==> src/rtl/swrms_pkg.sv <==
package swrms_pkg;

	// Storage and field sizes
	localparam int WINDOW_MAX  = 256;
	localparam int SAMPLE_BITS = 11;
	localparam int ADDR_W      = $clog2(WINDOW_MAX);
	localparam int LEN_W       = ADDR_W + 1;
	localparam int SQ_W        = 2 * SAMPLE_BITS - 1;
	localparam int SUM_W       = SQ_W + LEN_W - 1;
	localparam int QUO_W       = SQ_W;
	localparam int ROOT_W      = 22;
	localparam int RMS_W       = 11;
	localparam int RMS_MAX     = 1024;

	// Division runs one quotient bit per cycle
	localparam int DIV_CNT_W   = $clog2(SUM_W);

	// Configuration port
	localparam int PADDR_W     = 3;
	localparam int PDATA_W     = 32;
	localparam logic REG_WINDOW_LEN = 1'b0;

	// Effective window length: zero acts as one, above the store saturates
	function automatic logic [LEN_W-1:0] eff_len(input logic [LEN_W-1:0] wlen);
		logic [LEN_W-1:0] res;
		if (wlen == '0) begin
			res = LEN_W'(1);
		end else if (wlen > LEN_W'(WINDOW_MAX)) begin
			res = LEN_W'(WINDOW_MAX);
		end else begin
			res = wlen;
		end
		return res;
	endfunction

endpackage

==> src/rtl/sliding_window_rms_top.sv <==
// Channel  | Handshake            | Payload
// ---------+----------------------+-----------------------------------------
// input    | in_valid / in_stall  | sample (11 bit signed)
// output   | out_valid/ out_stall | rms (11 bit), window_full (1 bit)
// config   | APB psel/penable     | window_len at byte address 0 (9 bit)
//
// Each request runs through a read of the sample ring, squaring both samples and
// updating the sum, the bit-serial divider, the square root unit, loading the output
// register and an idle state before the next acceptance; the divider and the square
// root set the rate.
// Reset and any window_len write empty the window at once through per-entry
// valid bits; no clearing pass is needed.
// The finished result sits in an output register, so a new request is taken
// while the previous result is stalled; a second result waits in the last
// state until the output register frees up.
module sliding_window_rms_top
	import swrms_pkg::*;
(
	input  logic                      clk,
	input  logic                      arst_n,

	input  logic                      in_valid,
	output logic                      in_stall,
	input  logic signed [SAMPLE_BITS-1:0] sample,

	output logic                      out_valid,
	input  logic                      out_stall,
	output logic [RMS_W-1:0]          rms,
	output logic                      window_full,

	input  logic                      psel,
	input  logic                      penable,
	input  logic                      pwrite,
	input  logic [PADDR_W-1:0]        paddr,
	input  logic [PDATA_W-1:0]        pwdata,
	output logic [PDATA_W-1:0]        prdata,
	output logic                      pready
);

	typedef enum logic [2:0] {
		ST_IDLE,
		ST_RD,
		ST_MUL,
		ST_SUB,
		ST_DIV,
		ST_SQRT,
		ST_OUT
	} state_t;

	state_t                    state_q;

	logic [LEN_W-1:0]          wlen_q;
	logic [LEN_W-1:0]          len_eff;
	logic [ADDR_W-1:0]         pos_q;
	logic [LEN_W-1:0]          fill_q;
	logic [SUM_W-1:0]          sum_q;
	logic [WINDOW_MAX-1:0]     vld_q;

	logic signed [SAMPLE_BITS-1:0] sample_q;
	logic signed [SAMPLE_BITS-1:0] old_q;
	logic                      old_vld_q;
	logic [SQ_W-1:0]           prod_q;

	logic [LEN_W-1:0]          rem_q;
	logic [SUM_W-1:0]          quo_q;
	logic [DIV_CNT_W-1:0]      div_cnt_q;

	logic [QUO_W-1:0]          x_q;
	logic [ROOT_W-1:0]         res_q;
	logic [QUO_W-1:0]          bit_q;

	logic                      out_valid_q;
	logic [RMS_W-1:0]          rms_q;
	logic                      full_q;

	// Sample ring
	logic signed [SAMPLE_BITS-1:0] mem [WINDOW_MAX];
	logic signed [SAMPLE_BITS-1:0] mem_rd_q;
	logic                      mem_we;

	logic                      in_acc;
	logic                      out_acc;
	logic                      out_load;
	logic                      cfg_wr;
	logic signed [2*SAMPLE_BITS-1:0] sq_full;
	logic [SUM_W-1:0]          sum_new;
	logic [LEN_W:0]            div_try;
	logic                      div_bit;
	logic [LEN_W-1:0]          rem_next;
	logic [SUM_W-1:0]          quo_next;
	logic [ROOT_W-1:0]         root_try;
	logic                      root_ge;

	assign len_eff  = eff_len(wlen_q);
	assign in_stall = (state_q != ST_IDLE);
	assign in_acc   = in_valid && !in_stall;
	assign out_acc  = out_valid_q && !out_stall;
	assign out_load = (state_q == ST_OUT) && (!out_valid_q || !out_stall);
	assign cfg_wr   = psel && penable && pwrite && (paddr[2] == REG_WINDOW_LEN);
	assign mem_we   = (state_q == ST_RD);

	// Square of whichever operand the current state needs
	assign sq_full  = (state_q == ST_RD) ? sample_q * sample_q : old_q * old_q;
	assign sum_new  = sum_q - SUM_W'(prod_q);

	// One restoring division step
	assign div_try  = {rem_q, quo_q[SUM_W-1]} - {1'b0, len_eff};
	assign div_bit  = !div_try[LEN_W];
	assign rem_next = div_bit ? div_try[LEN_W-1:0] : {rem_q[LEN_W-2:0], quo_q[SUM_W-1]};
	assign quo_next = {quo_q[SUM_W-2:0], div_bit};

	// One integer square root step
	assign root_try = res_q + ROOT_W'(bit_q);
	assign root_ge  = ROOT_W'(x_q) >= root_try;

	// Read and write the sample ring
	always_ff @(posedge clk) begin
		if (mem_we) begin
			mem[pos_q] <= sample_q;
		end
		mem_rd_q <= mem[pos_q];
	end

	// Sequencer, running state and output register
	always_ff @(posedge clk or negedge arst_n) begin
		if (!arst_n) begin
			state_q     <= ST_IDLE;
			wlen_q      <= LEN_W'(WINDOW_MAX);
			pos_q       <= '0;
			fill_q      <= '0;
			sum_q       <= '0;
			vld_q       <= '0;
			out_valid_q <= 1'b0;
		end else begin
			// Load a finished result, or drop the one just taken
			if (out_load) begin
				out_valid_q <= 1'b1;
			end else if (out_acc) begin
				out_valid_q <= 1'b0;
			end
			case (state_q)
				ST_IDLE: begin
					if (in_acc) begin
						sample_q  <= sample;
						old_vld_q <= vld_q[pos_q];
						state_q   <= ST_RD;
					end
				end
				ST_RD: begin
					old_q        <= old_vld_q ? mem_rd_q : '0;
					prod_q       <= sq_full[SQ_W-1:0];
					vld_q[pos_q] <= 1'b1;
					state_q      <= ST_MUL;
				end
				ST_MUL: begin
					sum_q   <= sum_q + SUM_W'(prod_q);
					prod_q  <= sq_full[SQ_W-1:0];
					state_q <= ST_SUB;
				end
				ST_SUB: begin
					sum_q     <= sum_new;
					rem_q     <= '0;
					quo_q     <= sum_new;
					div_cnt_q <= DIV_CNT_W'(SUM_W - 1);
					if (LEN_W'(pos_q) + LEN_W'(1) >= len_eff) begin
						pos_q <= '0;
					end else begin
						pos_q <= pos_q + ADDR_W'(1);
					end
					if (fill_q < len_eff) begin
						fill_q <= fill_q + LEN_W'(1);
					end
					state_q <= ST_DIV;
				end
				ST_DIV: begin
					rem_q     <= rem_next;
					quo_q     <= quo_next;
					div_cnt_q <= div_cnt_q - DIV_CNT_W'(1);
					if (div_cnt_q == '0) begin
						x_q     <= quo_next[QUO_W-1:0];
						res_q   <= '0;
						bit_q   <= {1'b1, {(QUO_W-1){1'b0}}};
						state_q <= ST_SQRT;
					end
				end
				ST_SQRT: begin
					if (root_ge) begin
						x_q   <= x_q - root_try[QUO_W-1:0];
						res_q <= (res_q >> 1) + ROOT_W'(bit_q);
					end else begin
						res_q <= res_q >> 1;
					end
					bit_q <= bit_q >> 2;
					if (bit_q[0]) begin
						state_q <= ST_OUT;
					end
				end
				ST_OUT: begin
					// Hold until the output register is free
					if (out_load) begin
						rms_q   <= res_q[RMS_W-1:0];
						full_q  <= (fill_q >= len_eff);
						state_q <= ST_IDLE;
					end
				end
				default: begin
					state_q <= ST_IDLE;
				end
			endcase
			// Start a new, empty window on a length write
			if (cfg_wr) begin
				wlen_q <= pwdata[LEN_W-1:0];
				pos_q  <= '0;
				fill_q <= '0;
				sum_q  <= '0;
				vld_q  <= '0;
			end
		end
	end

	assign out_valid   = out_valid_q;
	assign rms         = rms_q;
	assign window_full = full_q;
	assign pready      = 1'b1;
	assign prdata      = (paddr[2] == REG_WINDOW_LEN) ? PDATA_W'(wlen_q) : '0;

`ifndef ASSERT_OFF
	a_fill_bound: assert property (@(posedge clk) disable iff (!arst_n)
		fill_q <= len_eff)
		else $error("fill count beyond window length");

	a_pos_bound: assert property (@(posedge clk) disable iff (!arst_n)
		LEN_W'(pos_q) < len_eff)
		else $error("write position outside window");

	a_accept_read: assert property (@(posedge clk) disable iff (!arst_n)
		in_valid && !in_stall |=> state_q == ST_RD)
		else $error("accepted request did not start a ring read");

	a_rms_range: assert property (@(posedge clk) disable iff (!arst_n)
		out_valid |-> rms <= RMS_W'(RMS_MAX))
		else $error("rms result out of range");
`endif

endmodule

==> config.mk <==
export PLATFORM = sky130hd
export DESIGN_NAME = sliding_window_rms_top
export DESIGN_NICKNAME = d
export VERILOG_FILES = /design/src/rtl/swrms_pkg.sv /design/src/rtl/sliding_window_rms_top.sv
export SDC_FILE = /design/constraint.sdc
export NUM_CORES = 2
export LEC_CHECK = 0
export BUFFER_PORTS_ARGS = -buffer_cell sky130_fd_sc_hd__buf_2
export CAP_MARGIN = 10
export CORE_ASPECT_RATIO = 1.1
export CORE_MARGIN = 2
export CORE_UTILIZATION = 40
export DETAILED_ROUTE_END_ITERATION = 8
export PLACE_DENSITY = 0.64
export SYNTH_ARGS = -nofsm -noshare
export SYNTH_HDL_FRONTEND = slang
export SYNTH_SLANG_ARGS = --single-unit
==> constraint.sdc <==
create_clock -name clk -period 10.3 [get_ports clk]
set_clock_uncertainty 0.1 [all_clocks]
set_input_delay 0.515 -clock clk [delete_from_list [all_inputs] [get_ports clk]]
set_output_delay 0.515 -clock clk [all_outputs]
set_load 0.1 [all_outputs]
=== Yosys cells after proc, flatten, opt, wreduce, memory -nomap -nowiden ===
Memory sizes are Yosys's and may differ from the RTL's. A register that Yosys moved wholly into a read port is not among the register bits.
Cells that the tools add are included.

* Memories: 1
* Register bits after elaboration: 478
* Word-level logic and storage cells: 124
* Bits in writable memories: 2816
* Output and inout bits: 47
* Bits of input ports: 53

{| class="wikitable"
|+ Memory list
! memory !! words !! width !! read ports !! clocked after Yosys merged registers in !! wr ports !! line !! RTL
|-
| mem || 256 || 11 || 1 || 1 || 1 || sliding_window_rms_top.sv:77 || <nowiki>logic signed [SAMPLE_BITS-1:0] mem [WINDOW_MAX];</nowiki>
|}

* Bitwise logic cells: 2
* $lt $le $gt $ge: 7
* Add/sub/neg operators: 10
* Equality and inequality tests: 11
* Multiplexer cells: 39
* $mul: 2
* Reduce and logical (&&, ||, !) cells: 33

{| class="wikitable"
|+ Operators by type and width
! operator !! count
|-
| 256-bit two-way mux || 2
|-
| 256-bit bitwise OR || 1
|-
| 29-bit case mux with 2 select lines || 2
|-
| 21-bit two-way mux || 4
|-
| 21-bit case mux with 2 select lines || 2
|-
| 9-bit two-way mux || 7
|-
| 22-bit two-way mux || 2
|-
| 22-bit case mux with 2 select lines || 1
|-
| 11-bit by 11-bit multiplier with 21-bit output || 2
|-
| 29-bit by 21-bit adder with 29-bit output || 1
|-
| 29-bit two-way mux || 1
|-
| 29-bit by 21-bit subtractor with 29-bit output || 1
|-
| 8-bit two-way mux || 3
|-
| 21-bit by 21-bit adder with 22-bit output || 1
|-
| 22-bit by 21-bit adder with 22-bit output || 1
|-
| 21-bit by 22-bit greater-or-equal comparator with 1-bit output || 1
|-
| 3-bit case mux with 7 select lines || 1
|-
| 21-bit subtractor || 1
|-
| 9-bit greater-or-equal comparator || 2
|-
| 9-bit case mux with 2 select lines || 1
|-
| 3-bit two-way mux || 4
|-
| 2-bit nonzero test || 6
|-
| 2-bit inequality test (second input constant) || 5
|-
| 5-bit case mux with 2 select lines || 1
|-
| 27 further kinds || 51
|}

=== Longest topological paths before layout ===
* Word-level depth: 7
* Depth in mapped cells: 23
* Mapped depth without buffers: 22

=== Least setup slack after synthesis ===
OpenSTA, ideal clock, no wires.

* Path type: reg2reg
* Start: reg sample_q[10]
* End: reg prod_q[18], data pin
* Buffers on the path: 2
* Stages on the path, launching flop included: 20
* Library setup time: 256 ps
* Period minus slack after synthesis: 8500 ps
* Arrival time: 8144 ps
* Setup slack: 1800 ps
* Required time: 9944 ps
* Cells stage by stage: edfxtp_1 clkbuf_1 clkbuf_1 nand2_1 fa_1 inv_1 fa_1 fa_1 fa_1 inv_1 fa_1 inv_1 ha_1 or3_1 a31oi_1 o31ai_1 a21oi_1 nor2b_1 or3_1 a31o_2

* Cells in the longest elaborated chain, start to end: 2

{| class="wikitable"
|+ Ends and longest elaborated chain
! element !! line !! RTL
|-
| start, declared || sliding_window_rms_top.sv:59 || <nowiki>logic signed [SAMPLE_BITS-1:0] sample_q;</nowiki>
|-
| start signal, assigned || sliding_window_rms_top.sv:144 || <nowiki>sample_q <= sample;</nowiki>
|-
| 11-bit by 11-bit multiplier with 21-bit output || sliding_window_rms_top.sv:103 || <nowiki>assign sq_full = (state_q == ST_RD) ? sample_q * sample_q : old_q * old_q;</nowiki>
|-
| 21-bit two-way mux || sliding_window_rms_top.sv:103 ||
|-
| net sq_full[18] || sliding_window_rms_top.sv:85 || <nowiki>logic signed [2*SAMPLE_BITS-1:0] sq_full;</nowiki>
|-
| end signal, assigned || sliding_window_rms_top.sv:151 || <nowiki>prod_q <= sq_full[SQ_W-1:0];</nowiki>
|-
| end signal, assigned || sliding_window_rms_top.sv:157 || <nowiki>prod_q <= sq_full[SQ_W-1:0];</nowiki>
|-
| end, declared || sliding_window_rms_top.sv:62 || <nowiki>logic [SQ_W-1:0] prod_q;</nowiki>
|}

The timed path passes the listed nets, and every way through them passes these cells.
A chain may end at the register's enable or synchronous reset.

=== Worst setup path in the final report ===
* Start: reg sample_q[4]
* End: reg prod_q[20], data pin

Same word-level chain as after synthesis.

==> metrics.md <==
| Metric | Value |
|---|---|
| Area of the die | `0.357 mm2` |
| Largest area contributor in the synthesized netlist | `sky130_fd_sc_hd__edfxtp_1` |
| Peak clock frequency supported by timing | `147 MHz` |
| Distinct cell type count of the synthesized netlist | `80` |
| Outcome | `complete, no violations` |
| Detailed-route wire length per cell | `27.5 um` |
| Most common cell in the netlist | `sky130_fd_sc_hd__edfxtp_1` |
| Busiest metal layer after global routing | `met2` |
| Area share of the leading cell type in the synthesized netlist | `0.633` |
| R2r startpoint | `sample_q[4]` |
| Max transition margin | `0.0399` |
| Vias per inst | `5.67` |
| Post-detailed-route DRC marker count | `0` |
| Net count of the finished layout | `8268` |
| Crit path buf inv count | `4` |
| Maximum number of buffers from clock root to sink | `4` |
| Global-route wire length before repair | `511000 um` |
| Clk root buf | `sky130_fd_sc_hd__clkbuf_16` |
| Max stage delay on crit path | `840 ps` |
| Endpoint required time on the critical path | `10790 ps` |
| TritonCTS sink count | `3294` |
| Number of global-route vias before repair | `73900` |
| Critical-path cell with the highest stage delay | `sky130_fd_sc_hd__edfxtp_1` |
| Synth Cell Area | `0.141 mm2` |
| Post-detailed-placement half-perimeter wirelength | `214000 um` |
| Aggregate global-route resource usage | `0.195` |
| Critical path class | `flop to flop` |
| Count of flip-flops with a built-in enable after synthesis | `2968` |
| Part of the cycle the worst path needs | `0.659` |
| CP arrival | `7280 ps` |
| Kind of cell with the highest combined delay on the critical path | `adder cells` |
| Worst Tran Pin Value | `1440 ps` |
| Filler cell count in the final layout | `29400` |
| Area of the core region | `0.350 mm2` |
| RSZ-0062 raised after global routing | `false` |
| CTS tree | `yes` |
| Number of rows created at floorplan | `228` |
| Largest cells by area after synthesis | `sky130_fd_sc_hd__edfxtp_1 63%, sky130_fd_sc_hd__mux4_2 16%, sky130_fd_sc_hd__dfrtp_1 5.6%, sky130_fd_sc_hd__fa_1 2.8%, sky130_fd_sc_hd__ha_1 1.9%` |
| Total of buffers placed on input and output ports | `50` |
| Terminus of the critical flop-to-flop path | `prod_q[20]` |
| IR Drop Worst-Case VDD | `0.296 mV` |
| Total placed cells including tap cells | `12000` |
| Die width | `570 um` |
| Initial core utilization | `0.402` |
| Critical path cell sequence | `buf_4 > nand2_1 > fa_1 > inv_1 > fa_1 > fa_1 > fa_1 > inv_1 > fa_1 > inv_1 > ha_1 > o21ai_0 > nand2b_1 > nand3_1 > o31ai_1 > a21oi_1 > nor2b_1 > o21ai_0 > a211oi_1 > o21ai_0` |
| Setup slack of the most critical reg-to-reg path | `3510 ps` |
| Mapped Cells | `7499` |
| Clock Latency Late Sink | `950 ps` |
| Number of standard cells in the layout, taps in and fillers out | `12700` |
| I/O pin total | `100` |
| Power density over the cells | `268 mW/mm2` |
| Number of DRC violations after detailed-routing iteration 0 | `7694` |
| Antenna violations before repair | `9` |
| Vert. Die Dim | `626 um` |
| Count of state elements after synthesis | `3294` |
| Routing usage on met1 | `0.261` |
| Clock transition at the registers of the reported paths | `60 ps` |
| Grt met2 use | `0.325` |
| Static Leakage | `53.2 nW` |
| Hold Path Origin | `pwrite` |
| Synth cell count leaders | `2968 x sky130_fd_sc_hd__edfxtp_1, 974 x sky130_fd_sc_hd__mux4_2, 582 x sky130_fd_sc_hd__nor2_1, 314 x sky130_fd_sc_hd__dfrtp_1, 303 x sky130_fd_sc_hd__inv_1` |
| Vias post-DR | `71900` |
| Routability congestion estimate | `0.867` |
| CTS-repair resized insts | `0` |
| Final global-route overflow total | `0` |
| Share of synthesized area occupied by flip-flops and latches | `0.691` |
| Primary FF master, synth | `sky130_fd_sc_hd__edfxtp_1` |
| Hold Path Stages | `5` |
| Dominant cell type by count on the critical path | `sky130_fd_sc_hd__fa_1` |
| Depth of the worst register-to-register path | `20` |
| # H-tree levels | `5` |
| Total iterations of the first detailed-routing run | `6` |
| Number of maximum-capacitance constraint violations | `0` |
| Final setup violating endpoints | `0` |
| Synth Warn # | `0` |
| Total Routed Length | `349000 um` |
| TritonCTS buffer count | `331` |
| Endpoint, Worst Hold | `wlen_q[6]` |
| Number of pins exceeding their max-slew limit in the final report | `0` |
| Fraction of registers with async set or reset after synthesis | `0.0956` |
| Startpoint Class | `flop` |
| Met3 Usage GRT | `0.0375` |
| Signed area change from the synthesized netlist to the final layout | `12.5%` |
| Worst hold path class | `primary input to flop` |
| Min Clock Period, post-route | `6790 ps` |
| Fraction of layout instances using a drive strength above 1 | `0.233` |
| Highest net fanout along the worst path | `85` |
| Number of nets still failing antenna checks after routing | `0` |
| Largest net degree at the start of global routing | `259` |
| Setup tns final | `0 ps` |
| Final hold violation count | `0` |
| Final core utilization | `0.452` |
| Critical path endpoint category | `flop` |
| Mean cell area of the mapped netlist | `18.8 um2` |
[area by class of cell]
class,count,area [um2],area share
sequential,3294,97200,0.614
inverter,306,1160,0.00730
clock buffer,439,8950,0.0565
multi-input combinational,3521,40800,0.257
clock inverter,163,1590,0.0100
timing repair buffer,351,2860,0.0181
tap,4600,5760,0.0363
antenna,10,25.0,0.000158
[cell families (layout without fill, tap and decap cells)]
logic type,count (synthesis),in the layout,synth area share
AO/OA/AOI/OAI,711,711,0.0341
XOR/XNOR,166,166,0.0103
adder cells (fa/ha/maj),410,410,0.0471
buffers and inverters,706,1259,0.0215
flip-flops,3294,3294,0.691
multiplexers,1008,1008,0.158
other,2,34,0.0000534
AND/OR/NAND/NOR,1202,1202,0.0375
[state kept, by name, summed over array words and instances, names as in the netlist, 11 cells and up]
signal,cells
sample_q,11
x_q,21
bit_q,11
rms,11
quo_q,29
mem,2816
prod_q,20
sum_q,29
old_q,11
res_q,22
mem_rd_q,11
vld_q,256
[tightest hold or removal path, cell delays in order]
cell and delay [ps]:
sky130_fd_sc_hd__buf_2 90, sky130_fd_sc_hd__nand4b_1 140, sky130_fd_sc_hd__buf_12 240, sky130_fd_sc_hd__nand2_1 130, sky130_fd_sc_hd__nand2_1 50
[metal layers]
| metal | routed length, um | part of all wire | vias up |
|---|---|---|---|
| met2 | 173000 | 0.50 | 2767 |
| li1 | - | - | 30200 |
| met5 | 25 | 0.000072 | - |
| met3 | 26100 | 0.075 | 503 |
| met1 | 140000 | 0.40 | 38500 |
| met4 | 10100 | 0.029 | 4 |
[worst max path at each step]
stage	slack, ps	to	depth (start not counted)	startpoint
final	3510	prod_q[20]	20	sample_q[4]
after global routing	3110	prod_q[20]	20	sample_q[4]
after CTS	3460	prod_q[20]	20	sample_q[4]
after detailed placement	3510	prod_q[20]	20	sample_q[4]
after global placement	3640	prod_q[20]	20	sample_q[4]
after floorplan	1800	prod_q[18]	19	sample_q[10]
[timing repair]
| item | 4_1_cts | 5_1_grt |
|---|---|---|
| setup endpoints to repair | 0 | 0 |
| hold buffers | 25 | 0 |
| endpoints found under the hold margin | 71 | 0 |
| buffers inserted | 0 | 0 |
[per-stage QoR]
stage                     total power (W)  hold slack (ps)  setup WS [ps]  area (um2)
after floorplan                    0.0269              119           1800      141000
after global placement             0.0308              339           3640      147000
after detailed placement           0.0310              338           3510      147000
after CTS                          0.0428              258           3460      158000
after global routing               0.0446              262           3110      158000
final                              0.0425              266           3510      158000
[power by group]
part | switching (W) | internal, W
sequential | 0.000336 | 0.0153
clock | 0.00506 | 0.00677
combinational | 0.00847 | 0.00654
total | 0.0139 | 0.0286
[cell usage in the layout, fill, tap and decap left out, types with 19 or more instances in the layout]
cell	n
sky130_fd_sc_hd__a211oi_1	27
sky130_fd_sc_hd__a21o_1	33
sky130_fd_sc_hd__a21oi_1	132
sky130_fd_sc_hd__a22oi_1	61
sky130_fd_sc_hd__a31oi_1	33
sky130_fd_sc_hd__and2_1	61
sky130_fd_sc_hd__and3_1	27
sky130_fd_sc_hd__buf_12	20
sky130_fd_sc_hd__buf_2	49
sky130_fd_sc_hd__buf_4	248
sky130_fd_sc_hd__bufinv_16	25
sky130_fd_sc_hd__clkbuf_1	85
sky130_fd_sc_hd__clkbuf_16	334
sky130_fd_sc_hd__clkbuf_8	20
sky130_fd_sc_hd__clkinv_1	53
sky130_fd_sc_hd__clkinv_2	49
sky130_fd_sc_hd__conb_1	24
sky130_fd_sc_hd__dfrtp_1	309
sky130_fd_sc_hd__dlygate4sd3_1	25
sky130_fd_sc_hd__edfxtp_1	2968
sky130_fd_sc_hd__fa_1	200
sky130_fd_sc_hd__ha_1	210
sky130_fd_sc_hd__inv_1	303
sky130_fd_sc_hd__mux2i_1	31
sky130_fd_sc_hd__mux4_2	974
sky130_fd_sc_hd__nand2_1	280
sky130_fd_sc_hd__nand2b_1	30
sky130_fd_sc_hd__nand3_1	25
sky130_fd_sc_hd__nand4_1	28
sky130_fd_sc_hd__nor2_1	526
sky130_fd_sc_hd__nor2_2	56
sky130_fd_sc_hd__nor2b_1	54
sky130_fd_sc_hd__nor3_1	41
sky130_fd_sc_hd__o21a_1	206
sky130_fd_sc_hd__o21ai_0	104
sky130_fd_sc_hd__or3_1	19
sky130_fd_sc_hd__xnor2_1	95
sky130_fd_sc_hd__xor2_1	71
Power figures use the tool's default switching activity.
